$ cat src/rtl/pidwi_ram.sv
// pidwi_ram: generic single-write, single-read RAM with registered read data.
// No dependencies.
module pidwi_ram #(
    parameter int WIDTH  = 17,
    parameter int DEPTH  = 16,
    parameter int ADDR_W = (DEPTH > 1) ? $clog2(DEPTH) : 1
) (
    input  logic              clk,
    input  logic              we,
    input  logic [ADDR_W-1:0] waddr,
    input  logic [WIDTH-1:0]  wdata,
    input  logic [ADDR_W-1:0] raddr,
    output logic [WIDTH-1:0]  rdata
);

    logic [WIDTH-1:0] mem [DEPTH];
    logic [WIDTH-1:0] rdata_reg;

    // Write port
    always_ff @(posedge clk)
    begin
        if (we)
        begin
            mem[waddr] <= wdata;
        end
    end

    // Registered read port (old data on same-address write)
    always_ff @(posedge clk)
    begin
        rdata_reg <= mem[raddr];
    end

    assign rdata = rdata_reg;

endmodule

$ cat config.mk
export PLATFORM = sky130hd
export DESIGN_NAME = pidwi_ram
export DESIGN_NICKNAME = d
export VERILOG_FILES = /design/src/rtl/pidwi_ram.sv
export SDC_FILE = /design/constraint.sdc
export NUM_CORES = 1
export LEC_CHECK = 0
export ABC_AREA = 1
export BUFFER_PORTS_ARGS = -buffer_cell sky130_fd_sc_hd__clkbuf_2
export CORE_MARGIN = 3
export CORE_UTILIZATION = 50
export DETAILED_ROUTE_END_ITERATION = 10
export PLACE_DENSITY_LB_ADDON = 0.12
export RECOVER_POWER = 25
export SETUP_SLACK_MARGIN = 0.4
export SYNTH_ARGS = -nofsm -noshare
export SYNTH_HDL_FRONTEND = slang
export SYNTH_SLANG_ARGS = --single-unit
$ cat constraint.sdc
create_clock -name clk -period 2.1 [get_ports clk]
set_input_delay 0.42 -clock clk [delete_from_list [all_inputs] [get_ports clk]]
set_output_delay 0.42 -clock clk [all_outputs]
set_load 0.1 [all_outputs]
Word level (Yosys, flattened, before mapping):

Memories as Yosys holds them, arrays and structs flattened. A register that Yosys moved wholly into a read port is not among the register bits.
Index checks and enable logic that the tools add are counted.
W data, S select, Z words.

* register bits: 0
* RAM bits: 272
* memories: 1
* bits in latches: 0
* word-level logic and storage cells: 3
* output and inout bits: 17
* ROM bits: 0
* input bits: 27

Memory list
* mem: depth 16, width 17, read ports 1, clocked after Yosys merged registers in 1, write ports 1, RTL line 16 `logic [WIDTH-1:0] mem [DEPTH];`

* $mul: 0
* reductions and logical operators: 0
* eq/ne operators: 0
* div/mod/pow operators: 0
* add/sub/neg operators: 0
* bitwise logic cells: 0
* mux-type cells: 2
* order comparisons: 0
* shifts and indexed selects: 0

Operators with widths (count)
* $mux W1: 2

Longest topological paths before layout:

* depth in word-level cells: 2
* depth in mapped cells: 8
* gate-level depth less buffers: 7

Worst setup path before layout:

OpenSTA, ideal clock, no wires.

* kind: input-to-reg
* from: in waddr[2]
* to: mem mem[10][0] (enable)
* slack: 0.337 ns
* data arrival time: 1.372 ns
* setup time: 0.390 ns
* stages: 2
* required time: 1.710 ns
* path through: nand3b_1 > nor2_1

RTL lines
* start, declared: RTL line 10 `input logic [ADDR_W-1:0] waddr,`
* end, declared: RTL line 16

No word-level cell before the write port.

Worst setup path after layout:

* from: reg rdata_reg[5] (netlist: rdata[5]), read port of mem
* to: out rdata[5]

RTL lines
* start, declared: RTL line 17 `logic [WIDTH-1:0] rdata_reg;`
* end, declared: RTL line 13 `output logic [WIDTH-1:0] rdata`

No word-level cell between the ends.

==> summary.md <==
| Metric | Value |
|---|---|
| Final-layout fill cell count | between 1500 and 2000 |
| Synth cell types | 14 |
| CP Cell Sequence | clkbuf_8 |
| CP max-delay cell | dfxtp_1 |
| Slew Limit Headroom | 49.6% |
| Synth Register Bits | 289 |
| Max reg flops | between 200 and 300 |
| Vias in the first global route | 7552 |
| DRC viols | 0 |
| CTS Buffer Depth | 3 |
| RD Place Congestion | approximately 0.83 |
| Detailed placer's ending HPWL | approximately 16 mm |
| DR WL/cell | between 15 and 20 um |
| Port buffer count | 43 |
| Critical Path End | rdata[5] |
| Initial antenna violation count | 0 |
| Critical Path RT | 1.68 ns |
| Sum of negative setup slack | 0 ns |
| Area delta synth->final | 16.1% |
| Hold Vio Cnt, Final | 0 |
| Synth area leader | edfxtp_1 |
| Detail Route Antenna Nets | 0 |
| Slew @ Worst Pin | 0.757 ns |
| CTS H-tree depth | 1 |
| Die width | 161 um |
| Initial core utilization | 51.1% |
| VDD IR max | 711 uV |
| Post-Layout Cell Count | 1539 |
| Max Fclk | between 500 and 600 MHz |
| Fraction of synthesized area in multiplexers | 0% |
| Vias/cell | 5.10 |
| Hold Buf Count CTS | 0 |
| CTS buffer count | 31 |
| Post-synthesis compound-gate area fraction | 0% |
| DP Cell Count | about 1500 |
| Post-synthesis xor/xnor area fraction | 0% |
| Die area | about 26000 um2 |
| Worst EP arrival | 1.26 ns |
| First drt pass iteration count | 5 |
| Max-Cap Viols | 0 |
| Root buffer cell | clkbuf_16 |
| Status | completed |
| Simple-gate share of the synthesized area | 20.5% |
| Post CTS Setup Buffer Count | 0 |
| Final min period | ~1.7 ns |
| Synth top area cells | edfxtp_1 68%, nand2_1 11%, nand3_1 8.5% |
| GRT overflow | 0 |
| Delay-heaviest family, CP | flip-flops |
| Crit path from | rdata[5] |
| Global-route wire length before repair | between 40 and 50 mm |
| Clock sinks | 289 |
| WP depth | 1 |
| WL final | 28.7 mm |
| R2R depth | 6 |
| Mapped cell area | 12000 um2 |
| Sequential fraction of the synthesis area | 70.7% |
| Avg Cell Area, Syn | between 10 and 15 um2 |
| CTS tree | done |
| Die Span Y | roughly 160 um |
| Final setup viols | 0 |
| HP Class | in2reg |
| Crit path kind | reg2out |
| Via count | 7850 |
| Clk_lat worst skew | 0.55 ns |
| Worst path bufs/invs | 1 |
| Commonest non-fill, non-tap cells in the layout | 362 x nand2_1, 272 x edfxtp_1, 206 x inv_1, 205 x nand3_1, 31 x clkbuf_16 |
| Setup crit start kind | flip-flop |
| Initial drt markers | 835 |
| Post-synthesis adder-cell area fraction | 0% |
| Combinational family with the most area after synthesis | simple AND/OR/NAND/NOR gates |
| Post-Syn Nets | 1166 |
| Max Slew Vio Count | 0 |
| Most common cell after layout, fill and taps aside | nand2_1 |
| Max Clock Skew | 0.00750 ns |
| Highest fanout seen on the critical path | 1 |
| FF-to-FF End | rdata[4] |
| Synth warn | 0 |
| Setup slack, reg-to-reg | 1.10 ns |
| Worst-path clk slew | ~0.060 ns |
| Top cell type's share of synthesized area | just under 70% |
| RSZ-0062 raised after global routing | no |
| Worst path max stage delay | 0.43 ns |
| Final #Nets | between 1000 and 1500 |
| Fin util | 59.3% |
| Pin count of the biggest net entering global routing | 70 |
| Ant. Diodes | 0 |
| Crit end category | output pin |
| Layout cell share with drive strength beyond 1 | 11.1% |
| Tot GR Track Use | between 20% and 30% |
| Core Region | 23500 um2 |
| Num rows | 56 |
| FF-to-FF Start | mem[5][4] |
| Post-synthesis instance total | approximately 1100 |
| Final period util | 80.0% |
| Power Density | around 960 nW/um2 |
| Ports | 44 |
| Leak Pwr | 5.97 nW |
cell families after synthesis:
group	after synthesis
flip-flops	289
buffers and inverters	264
AND/OR/NAND/NOR	586
worst min-delay path by stage:
stage                      from    endpoint  slack (ns)  cells after the start
floorplan              wdata[0]   mem[0][0]        0.52                      0
global placement    mem[12][10]   rdata[10]        0.64                      6
detailed placement   mem[12][6]    rdata[6]        0.64                      6
CTS                   wdata[10]  mem[9][10]        0.30                      1
global route          wdata[11]  mem[8][11]        0.38                      1
finish                wdata[11]  mem[0][11]        0.36                      1
synth_stat cells:
| library cell | instances |
|---|---|
| inv_1 | 206 |
| nand2_1 | 362 |
| buf_6 | 1 |
| clkinv_1 | 2 |
| buf_2 | 22 |
| inv_2 | 2 |
| nand3b_1 | 2 |
| buf_1 | 3 |
| clkbuf_1 | 20 |
| dfxtp_1 | 17 |
| edfxtp_1 | 272 |
| nor2_1 | 17 |
| nand3_1 | 205 |
| buf_4 | 8 |
what timing repair did:
action / in CTS / in global routing
hold endpoints to repair: 0 / 0
gates resized for setup: 19 / 3
setup endpoints to repair: 17 / 2
cloned: 0 / 0
layer usage:
metal  up-vias  global-route usage, %  wire length, um
li1       3784                      -                -
met3        54                   2.87             1790
met2       262                   35.5            13300
met1      3750                   32.6            12700
met5         -                      0                0
met4         0                   6.65              885
stage by stage:
stage / hold WS (ns) / cell area [um2] / total power, mW / worst slack (ns)
final: 0.363 / 14000 / 13.3 / 0.419
after global routing: 0.379 / 14000 / 13.8 / 0.408
after CTS: 0.297 / 14000 / 13.5 / 0.334
after detailed placement: 0.644 / 12800 / 7.65 / 0.413
after global placement: 0.643 / 12800 / 7.64 / 0.442
after floorplan: 0.519 / 12000 / 7.30 / 0.337
power breakdown:
part	internal [mW]	switching (mW)
Sequential	6.45	0.0432
Combinational	0.252	0.805
Clock	3.64	2.16
Total	10.3	3.01
cell type report:
class	count	area (um2)	area share [%]
multi-input cells	586	2500	17.9
flip-flops and latches	289	8510	61.0
clock buffers	40	870	6.23
inverters	210	791	5.67
repair buffers	80	653	4.68
well taps	319	399	2.86
clock inverters	15	234	1.68
Power figures use the tool's default switching activity.
